### config.mk
export PLATFORM = sky130hd
export DESIGN_NAME = lrt_ctrl
export DESIGN_NICKNAME = d
export VERILOG_FILES = /design/src/rtl/lrt_pkg.sv /design/src/rtl/lrt_ctrl.sv
export SDC_FILE = /design/constraint.sdc
export NUM_CORES = 1
export LEC_CHECK = 0
export ABC_AREA = 0
export ABC_CLOCK_PERIOD_IN_PS = 2300
export BUFFER_PORTS_ARGS = -buffer_cell sky130_fd_sc_hd__buf_4
export CAP_MARGIN = 20
export CORE_ASPECT_RATIO = 0.75
export CORE_MARGIN = 3
export CORE_UTILIZATION = 50
export CTS_CLUSTER_DIAMETER = 150
export CTS_CLUSTER_SIZE = 24
export DETAILED_ROUTE_END_ITERATION = 8
export PLACE_DENSITY = 0.82
export SYNTH_ARGS = -nofsm -noshare
export SYNTH_HDL_FRONTEND = slang
export SYNTH_SLANG_ARGS = --single-unit
### constraint.sdc
create_clock -name clk_i -period 2.3 [get_ports clk_i]
set_input_delay 0.115 -clock clk_i [delete_from_list [all_inputs] [get_ports clk_i]]
set_output_delay 0.115 -clock clk_i [all_outputs]
set_load 0.005 [all_outputs]
### src/rtl/lrt_pkg.sv
// Package for the logistic regression trainer: types, codes, sigmoid table.
// Used by lrt_ctrl, lrt_datapath and logistic_regression_trainer_unit.
package lrt_pkg;

  localparam int MaxDim = 64;
  localparam int IdxW = 6;
  localparam int SigEntries = 256;
  localparam int SigLog2 = $clog2(SigEntries);

  localparam logic [2:0] CmdWrite = 3'd0;
  localparam logic [2:0] CmdTrain = 3'd1;
  localparam logic [2:0] CmdPredict = 3'd2;
  localparam logic [2:0] CmdEndRound = 3'd3;
  localparam logic [2:0] CmdRead = 3'd4;

  localparam logic [1:0] CfgAlpha = 2'd0;
  localparam logic [1:0] CfgBeta = 2'd1;
  localparam logic [1:0] CfgCount = 2'd2;

  // controller to datapath
  typedef struct packed {
    logic          buf_wr;     // store feature at pos
    logic [IdxW-1:0] pos;
    logic          w_wr;       // weight write at slot
    logic          dot_step;   // accumulate product at addr
    logic          dot_clr;
    logic          sig_calc;   // compute h from z
    logic          ae_calc;    // compute alpha*err and alpha*beta
    logic          grad_step;  // update gradient at addr
    logic          round_step; // end-round update at addr
    logic [IdxW-1:0] addr;
    logic          out_hyp;    // load output with h
    logic          out_rd;     // load output with readback
  } lrt_cmd_t;

  typedef struct packed {
    logic out_busy;
  } lrt_sts_t;

  // Long division by shift and subtract, for table elaboration only.
  function automatic logic [63:0] const_div(input logic [63:0] n, input logic [63:0] dv);
    logic [63:0] q, r;
    q = '0;
    r = '0;
    for (int b = 63; b >= 0; b--) begin
      r = {r[62:0], n[b]};
      if (r >= dv) begin
        r = r - dv;
        q[b] = 1'b1;
      end
    end
    return q;
  endfunction

  // Sigmoid table entry k, as a constant function (elaborated per index).
  function automatic logic [16:0] sig_entry(input int k);
    logic [63:0] num, d, u, u2, u3, u4, e, den, s;
    logic neg;
    num = 64'(2 * k + 1);
    neg = num < 64'(SigEntries);
    d = neg ? 64'(SigEntries) - num : num - 64'(SigEntries);
    u = (d << 25) >> SigLog2;
    u2 = (u * u) >> 30;
    u3 = (u2 * u) >> 30;
    u4 = (u3 * u) >> 30;
    e = (64'd1 << 30) + (u2 >> 1) + const_div(u4, 64'd24) - (u + const_div(u3, 64'd6));
    for (int i = 0; i < 8; i++) e = (e * e) >> 30;
    den = (64'd1 << 30) + e;
    s = const_div((64'd1 << 46) + (den >> 1), den);
    return neg ? 17'(64'd65536 - s) : 17'(s);
  endfunction

endpackage

### src/rtl/lrt_ctrl.sv
// Controller of the logistic regression trainer: sequences sample walks,
// gradient updates, round updates and readback. Uses lrt_pkg.
module lrt_ctrl (
  input  logic               clk_i,
  input  logic               rst_ni,
  input  logic               in_valid_i,
  output logic               in_ready_o,
  input  logic [2:0]         cmd_i,
  input  logic [lrt_pkg::IdxW-1:0] slot_i,
  input  logic [5:0]         count_i,
  input  lrt_pkg::lrt_sts_t  sts_i,
  output lrt_pkg::lrt_cmd_t  cmd_o
);

  localparam logic [2:0] StIdle = 3'd0;
  localparam logic [2:0] StDot = 3'd1;
  localparam logic [2:0] StSig = 3'd2;
  localparam logic [2:0] StAe = 3'd3;
  localparam logic [2:0] StGrad = 3'd4;
  localparam logic [2:0] StRound = 3'd5;
  localparam logic [2:0] StRead = 3'd6;
  localparam logic [2:0] StOut = 3'd7;

  logic [2:0] state_q, state_d;
  logic [6:0] cnt_q, cnt_d;
  logic [5:0] pos_q, pos_d, fc_q, fc_d;
  logic train_q, train_d;
  logic [5:0] fc;
  logic [5:0] np;

  assign fc = (count_i == '0) ? 6'd1 : count_i;
  assign np = (pos_q == 6'd63) ? 6'd63 : pos_q + 6'd1;

  always_comb begin
    state_d = state_q;
    cnt_d = cnt_q;
    pos_d = pos_q;
    fc_d = fc_q;
    train_d = train_q;
    cmd_o = '0;
    cmd_o.addr = cnt_q[5:0];
    cmd_o.pos = np;
    in_ready_o = 1'b0;
    case (state_q)
      StIdle: begin
        in_ready_o = 1'b1;
        cmd_o.addr = slot_i;
        if (in_valid_i) begin
          case (cmd_i)
            lrt_pkg::CmdWrite: cmd_o.w_wr = 1'b1;
            lrt_pkg::CmdRead: begin
              // hold the slot so a stalled read keeps addressing it
              cnt_d = {1'b0, slot_i};
              state_d = StRead;
            end
            lrt_pkg::CmdEndRound: begin
              cnt_d = '0;
              state_d = StRound;
            end
            lrt_pkg::CmdTrain, lrt_pkg::CmdPredict: begin
              cmd_o.buf_wr = 1'b1;
              if (np >= fc) begin
                pos_d = '0;
                fc_d = fc;
                train_d = (cmd_i == lrt_pkg::CmdTrain);
                cnt_d = '0;
                cmd_o.dot_clr = 1'b1;
                state_d = StDot;
              end else pos_d = np;
            end
            default: ;
          endcase
        end
      end
      StRead: begin
        if (!sts_i.out_busy) begin
          cmd_o.out_rd = 1'b1;
          state_d = StIdle;
        end
      end
      StRound: begin
        cnt_d = cnt_q + 7'd1;
        // wait at count 64 before returning to idle so the last slot update lands
        if (cnt_q == 7'(lrt_pkg::MaxDim)) state_d = StIdle;
        else cmd_o.round_step = 1'b1;
      end
      StDot: begin
        if (cnt_q <= 7'(fc_q)) cmd_o.dot_step = 1'b1;
        cnt_d = cnt_q + 7'd1;
        if (cnt_q == 7'(fc_q) + 7'd3) state_d = StSig;
      end
      StSig: begin
        cmd_o.sig_calc = 1'b1;
        cnt_d = '0;
        state_d = train_q ? StAe : StOut;
      end
      StAe: begin
        cmd_o.ae_calc = 1'b1;
        state_d = StGrad;
      end
      StGrad: begin
        cmd_o.grad_step = 1'b1;
        cnt_d = cnt_q + 7'd1;
        if (cnt_q == 7'(fc_q)) state_d = StOut;
      end
      StOut: begin
        // let the last gradient writes land before the next item
        if (!sts_i.out_busy) begin
          cmd_o.out_hyp = 1'b1;
          state_d = StIdle;
        end
      end
      default: state_d = StIdle;
    endcase
  end

  always_ff @(posedge clk_i or negedge rst_ni) begin
    if (!rst_ni) begin
      state_q <= StIdle;
      cnt_q <= '0;
      pos_q <= '0;
      fc_q <= 6'd1;
      train_q <= 1'b0;
    end else begin
      state_q <= state_d;
      cnt_q <= cnt_d;
      pos_q <= pos_d;
      fc_q <= fc_d;
      train_q <= train_d;
    end
  end

endmodule

==> impl.org, run 1 <==
** CTS
- CTS placed an instance of sky130_fd_sc_hd__clkbuf_8 at the clock tree root.
- TritonCTS built the clock tree.
- Clock transition at the registers of the reported paths :: 0.09 ns
- Clock Sink Count :: 23
- TritonCTS created 3 clock buffers.
- CTS Buffer Depth :: 2
- Number of levels the H-tree was split into :: 1
- The later pin in the worst-skew pair is clocked with a latency of 0.28 ns.

** Detailed routing
- After detailed routing, the number of vias per cell comes to 6.80.
- The count of nets left with antenna violations once routing finished came out at 0.
- In the final routed layout, each cell accounts on average for 23.8 um.
- The pre-antenna-repair detailed-routing pass consisted of 6 iterations.
- For this block, the via count after detailed routing is 2802.
- For this block, the initial DRC count from the detailed router was 559.
- DRC violation count after routing :: 0
- Routed wire length :: 9810 um

** Placement
- HPWL after detailed placement :: 4670 um
- Summing all placed instances gives a cell area of 2640 um^2.
- The number of placed instances, taps included, is 379.
- Prior to clock tree synthesis, the placed netlist has a worst setup slack of -0.408 ns.
- The count of buffers added on input and output ports is 41.
- Final weighted congestion in routability-driven placement :: 0.985

** GRT
- Largest net degree at the start of global routing :: 24
- Global routing consumed, on the met1 layer, 39.2% of the routing resources.
- First-pass GRT wire length :: 12100 um
- Vias in the first global route :: 2483
- Number of antenna violations at the first check in global routing :: 0
- Met2 GRT Util :: 54.7%
- Total GRT Usage :: 32.5%
- met2 is the most crowded layer.
- Met3 layer usage reported by global route :: 9.37%
- Summed over all layers, the global routing overflow is 0.

** Timing
- Of the available clock period, the critical path in the final layout requires 118%.
- Highest clock rate :: 370 MHz
- Slew margin rel. :: 67.8%
- Transition time at the pin with the least slew margin :: 0.483 ns
- Setup repair after global routing could not meet its margin everywhere.
- Across all setup checks in the final design, the least slack found is -0.403 ns.
- Subtracting the final worst setup slack from the clock period gives 2.70 ns.
- Setup clock skew after layout :: 0.00762 ns
- The hold violation count in the final report is 0.
- Setup-violating endpoint count in the final report :: 24
- The max-slew violation count came to 0.

** Floorplanning
- Chip width :: 80.5 um
- The floorplan step set the die height to 61.9 um.
- The die covers 4980 um^2.
- For this configuration, the core starts out at a cell density of 54.4%.
- For this design the top-level I/O count stands at 42.
- After floorplanning, the core was sized to cover 3830 um^2.
- Placement Rows :: 19

** Yosys
- When the netlist entered floorplanning its net count stood at 305.
- EDFF count, synth :: 0
- Leading cell types by total area after synthesis :: sky130_fd_sc_hd__dfrtp_1 26%, sky130_fd_sc_hd__ha_1 9.6%, sky130_fd_sc_hd__nand2_1 7.8%
- Dominant synthesized flop cell :: sky130_fd_sc_hd__dfrtp_1
- The Yosys step of the flow raised 0 warnings.
- Dominant cell by count in the synthesized netlist :: sky130_fd_sc_hd__nand2_1
- Summed over its instances, the top area cell type makes up 26.5% of the synthesized netlist area.
- Distinct cell type count of the synthesized netlist :: 55
- Summed over all instances, the cell type with the most area after synthesis is sky130_fd_sc_hd__dfrtp_1.
- Counting every instance in the synthesized netlist gives 270.
- Synth top cells by count :: 43 x sky130_fd_sc_hd__nand2_1, 24 x sky130_fd_sc_hd__inv_1, 22 x sky130_fd_sc_hd__dfrtp_1
- A synthesized cell averages 7.71 um^2.
- Fraction of synthesis flops using an asynchronous set or reset pin :: 100%
- After synthesis the cells add up to 2080 um^2.
- #FFs+latches synth :: 23
- Sequential element share of the synthesized area :: 27.7%

** Setup path
- Critical Path End Type :: flop
- The critical path is of the flop to flop type.
- Data on the critical path is required at its endpoint by 2.45 ns.
- Maximum fanout encountered on the critical timing path :: 4
- In this run the worst setup path begins at pos_q[0].
- The worst register-to-register path begins at pos_q[0].
- Critical Path Start Type :: flop
- Crit path DAT :: 2.86 ns

** Finish
- For this run, the number of standard cells in the final layout without fillers is 412.
- Net count reported at finish :: 396
- Relative to the synthesized area, the layout overhead comes to 59.2%.
- Cell area after layout :: 3310 um^2
- Antenna diode count :: 0
- The post-route netlist has 46.1% of its cells at a drive strength greater than 1.
- The filler cells instantiated in the layout total 180.
- Post-Route Utilization :: 86.5%

** Power and ir drop
- Power per Cell Area :: 1270 nW/um^2
- IR analysis of the VDD net gives a maximum drop of 1.20 mV.
- Leakage component of the power :: 1.55 nW
- Total chip power :: 4.21 mW

** Min path
- Path category of the worst min-delay check :: input port to flop
- The startpoint identified for the worst hold timing path is cmd_i[1].

** Run
- Max cap viols :: 0

** Outcome
- The flow ran to the end, but the final reports show violations.
- The checks that failed: setup timing.
-- per-stage QoR --
step                      hold slack, ns  setup TNS, ns
final                             0.0450          -6.48
after global routing              0.0393          -7.33
after CTS                         0.0572          -1.27
after detailed placement          0.0354          -3.75
after global placement            0.0281          -1.89
after floorplan                   -0.181              0
-- state kept, by name (all words and copies together), names as in the netlist --
register / cells
state_q: 3
fc_q: 6
train_q: 1
pos_q: 6
cnt_q: 7
-- kinds of logic (layout without fill, tap and decap cells) --
group                    count (synthesis)  in the layout  synth area share (%)
AO/OA/AOI/OAI                           77             77                  25.6
XOR/XNOR                                10             10                  4.21
multiplexers                             5              5                  2.47
buffers and inverters                   38            128                  7.34
flip-flops                              23             23                  27.7
AND/OR/NAND/NOR                        101            101                  23.0
adder cells (fa/ha/maj)                 16             16                  9.62
-- layout make-up --
class	count	area (um^2)	share of cell area, %
Clock buffer	4	45.0	1.36
Tap cell	52	65.1	1.96
Multi-Input combinational cell	209	1700	51.3
Inverter	25	96.3	2.91
Timing Repair Buffer	99	826	24.9
Sequential cell	23	579	17.5
-- power by group --
| group | internal, mW | switching (mW) |
|---|---|---|
| sequential | 0.545 | 0.240 |
| clock | 0.124 | 0.144 |
| combinational | 1.42 | 1.73 |
-- metal layers --
layer | up-vias | share of wire (%)
met5 | - | 0
met4 | 0 | 7.3
met1 | 1240 | 37
li1 | 1150 | -
met3 | 104 | 14
met2 | 308 | 43
-- worst max-delay path: stages (launching register included) --
cell,delay [ns]
sky130_fd_sc_hd__dfrtp_2,0.47
sky130_fd_sc_hd__ha_4,0.20
sky130_fd_sc_hd__nand2_4,0.10
sky130_fd_sc_hd__nand3_2,0.09
sky130_fd_sc_hd__o21ai_2,0.11
sky130_fd_sc_hd__inv_2,0.09
sky130_fd_sc_hd__ha_4,0.27
sky130_fd_sc_hd__buf_12,0.13
sky130_fd_sc_hd__a21oi_4,0.17
sky130_fd_sc_hd__o221ai_4,0.17
sky130_fd_sc_hd__o31ai_4,0.26
sky130_fd_sc_hd__buf_6,0.16
sky130_fd_sc_hd__buf_6,0.10
sky130_fd_sc_hd__nand4b_1,0.15
sky130_fd_sc_hd__nand3_2,0.10
-- placed cells by master, fill, tap and decap left out, drive strengths merged, types with 3 or more instances in the layout --
| cell | count |
|---|---|
| nand2 | 43 |
| a21oi | 16 |
| mux2i | 4 |
| xor2 | 6 |
| nand3 | 12 |
| buf | 98 |
| o211ai | 3 |
| o21ai | 21 |
| nand4 | 3 |
| nor2 | 15 |
| clkbuf | 4 |
| inv | 25 |
| ha | 16 |
| xnor2 | 4 |
| dfrtp | 22 |
| a21o | 5 |
| nor3 | 11 |
| o31ai | 9 |
-- timing repair --
item,4_1_cts,5_1_grt
resized for setup,50,43
pin swaps,19,21
hold buffers,1,0
gates cloned,0,1
setup buffers,23,8
hold endpoints to repair,22,0
endpoints found under the setup margin,24,27
-- worst paths after layout --
kind	end	slack [ns]	cells past startpoint
max in group asynchronous	fc_q[0]	1.73	2
max reg2reg	cnt_q[0]	-0.40	14
min reg2reg	train_q	0.51	2
min	train_q	0.05	2
min in group asynchronous	pos_q[4]	0.27	2
max	cnt_q[0]	-0.40	14
No activity file was read; power rests on OpenSTA's default activity.
==> run 2, diff against run 1 <==
SKIP_LAST_GASP = 1   (was default)
==> impl.org, run 2 (synthesized netlist as in run 1, its figures left out) <==
** Finish
- The area of all placed cells without fillers is 3240 um^2 (-2.1%).
- Number of flip-flops in the largest register :: 7 (unchanged)
- The fraction of the core area covered by cells at the end of the flow was 84.7% (-1.8 points).
- Layout overhead on the synthesized area :: 55.9%
- Largest Register :: cnt_q
- The library cell used most frequently in the layout, excluding fill and tap cells, is sky130_fd_sc_hd__buf_4.
- Post-route non-filler standard cell count :: 411 (-0.24%)
- Commonest non-fill, non-tap cells in the layout :: 88 x sky130_fd_sc_hd__buf_4, 37 x sky130_fd_sc_hd__nand2_1, 22 x sky130_fd_sc_hd__inv_1, 19 x sky130_fd_sc_hd__dfrtp_1, 13 x sky130_fd_sc_hd__o21ai_1
- Antenna diode count :: 0 (unchanged)
- Registers with the most flip-flops :: cnt_q: 7 flops, fc_q: 6 flops, pos_q: 6 flops
- Net count reported at finish :: 395 (-0.25%)
- Fraction of final layout cells with drive strength greater than 1 :: 45.1% (-0.99 points)

** Timing
- Final total negative setup slack :: -6.10 ns (+0.384 ns)
- The final period demand of the worst path was 2.70 ns (-0.00207 ns).
- The final count of negative-setup-slack endpoints came to 24 (unchanged).
- Highest clock rate :: 370 MHz (about the same)
- Hold Vio Cnt, Final :: 0 (unchanged)
- Number of pins exceeding their max-slew limit in the final report :: 0 (unchanged)
- The worst-case headroom to the max-slew limit is 67.8% (about the same).
- Transition time at the pin with the least slew margin :: 0.483 ns (+0.000449 ns)
- The final period utilization was 117% (about the same).
- RSZ-0062 raised after global routing :: yes
- Final WS setup :: -0.401 ns (+0.00207 ns)
- Setup clock skew after layout :: 0.000727 ns (-0.00690 ns)

** Floorplanning
- Standard cell core area :: 3830 um^2 (unchanged)
- The chip height was 61.9 um (unchanged).
- The number of rows created at floorplan came to 19 (unchanged).
- The area enclosed by the die boundary was 4980 um^2 (unchanged).
- The overall die width was 80.5 um (unchanged).
- Initial cell density of the core :: 54.4% (unchanged)
- The count of pins on the block boundary came to 42 (unchanged).

** GRT
- The pin count of the biggest net entering global routing was 24 (unchanged).
- Total GRT Usage :: 31.8% (-0.74 points)
- The number of global-route vias before repair was 2442 (-1.7%).
- The number of antenna violations at the first check in global routing came to 0 (unchanged).
- The remaining global-route overflow came to 0 (unchanged).
- The first-pass GRT wire length was 12000 um (-0.85%).

** Setup path
- The arrival time reported for the critical path endpoint was 2.87 ns (about the same).
- The number of buffer and inverter stages on the critical path came to 2 (-2).
- The worst setup path is launched from a flop.
- CP dominant cell by count :: sky130_fd_sc_hd__o21ai_1
- Walking the worst path, the cells encountered are nand3_2, xor2_1, o21ai_1, ha_1, a21oi_2, o221ai_4, buf_4, buf_6, o21ai_4, o21ai_1, a21oi_1.
- STA classifies the critical path endpoint as a flop.
- Critical path class :: flop to flop
- Maximum fanout encountered on the critical timing path :: 4 (unchanged)
- Slowest Stage Delay on Critical Path :: 0.47 ns (about the same)
- Master of the slowest instance on the critical path :: sky130_fd_sc_hd__dfrtp_2
- The worst path required time is 2.47 ns (+0.02 ns).
- The kind of cell with the highest combined delay along the critical path is compound AO/OA/AOI/OAI gates.

** CTS
- Clock transition at the registers of the reported paths :: 0.09 ns (about the same)
- Clock latency at the later pin of the worst-skew pair :: 0.27 ns (about the same)
- The TritonCTS buffer count was 3 (unchanged).
- CTS Buffer Depth :: 2 (unchanged)
- In this run the clock root is driven by a sky130_fd_sc_hd__clkbuf_8.
- TritonCTS clock tree :: yes
- The number of sinks on the clock net is 23 (unchanged).
- Number of levels the H-tree was split into :: 1 (unchanged)

** Outcome
- Result of the run :: finished with violations
- The final reports fail on setup timing.

** Placement
- The final weighted congestion in routability-driven placement was 0.985 (unchanged).
- Total of buffers placed on input and output ports :: 41 (unchanged)
- The standard cell area after detailed placement is 2640 um^2 (unchanged).
- The count of placed standard cells including taps was 379 (unchanged).
- HPWL after detailed placement :: 4670 um (unchanged)

** Detailed routing
- The ratio of routed vias to standard cells was 6.76 (-0.62%).
- Detail-routed net length per standard cell :: 22.0 um (-7.5%)
- The DRC violation total after the first TritonRoute iteration was 366 (-35%).
- The total wirelength of the detailed-routed design came to 9050 um (-7.8%).
- DRT Pass-1 Iters :: 7 (+1)
- The post-route antenna net violation count was 0 (unchanged).
- The via count was 2778 (-0.86%).
- DRC violation count after routing :: 0 (unchanged)

** Power and ir drop
- The leakage power of the design came to 1.51 nW (-2.3%).
- The power per cell area was 1240 nW/um^2 (-2.6%).
- The peak ir drop on the vdd network came to 1.07 mV (-11%).

** Run
- Max cap viols :: 0 (unchanged)

** Min path
- The tightest min-delay check is of the input port to flop type.
-- run 2: cell types whose count changed in the layout (fill, tap and decap cells not counted), sizes merged --
cell  previous run  this run
buf             98        97
-- run 2: path summary, 6_finish.rpt --
check                         start  slack [ns]       end  depth (start not counted)
setup reg to reg           pos_q[0]       -0.40  cnt_q[5]                         11
min in group asynchronous    rst_ni        0.27  pos_q[3]                          2
max in group asynchronous    rst_ni        1.72   fc_q[0]                          2
hold / removal             cmd_i[1]        0.04   train_q                          2
hold reg to reg             train_q        0.51   train_q                          2
setup / recovery           pos_q[0]       -0.40  cnt_q[5]                         11
-- run 2: repair_timing --
item / in CTS / in global routing
hold buffers: 1 / 0
hold endpoints to repair: 22 / 0
pin swaps: 19 / 17
setup endpoints to repair: 24 / 27
gates resized for setup: 41 / 38
cloned: 0 / 1
buffers inserted: 23 / 6
-- run 2: area by class of cell --
cell class	count	area (um^2)
Fill cell	190	584
Tap cell	52	65.1
Sequential cell	23	581
Clock buffer	4	45.0
Multi-Input combinational cell	209	1680
Inverter	25	96.3
Timing Repair Buffer	98	772
-- run 2: power by group --
group          total, mW  switching, mW  internal [mW]
registers          0.774          0.229          0.545
logic               2.97           1.58           1.39
clock network      0.266          0.142          0.124
total               4.01           1.95           2.06
-- run 2: routing by layer --
layer	track usage, %	part of all wire (%)
met2	54.8	45
met3	7.78	13
met1	38.6	36
met4	12.3	6.5
met5	7.00	0
-- run 2: worst reg2reg max path, delay by kind of cell, from the launching register on --
kind,cells,cell delay (ns)
compound gates,6,1.14
xor+xnor,1,0.21
fa+ha+maj,1,0.35
buf+inv,2,0.30
flops,1,0.47
simple gates,1,0.13
-- run 2: stage by stage --
stage          setup slack [ns]  hold WS, ns  total power [mW]
2_1_floorplan           0.00634       -0.181              2.07
3_3_place_gp             -0.256       0.0281              2.81
3_5_place_dp             -0.408       0.0354              2.90
4_1_cts                  -0.223       0.0572              3.53
5_1_grt                  -0.436       0.0599              4.17
6_report                 -0.401       0.0412              4.01
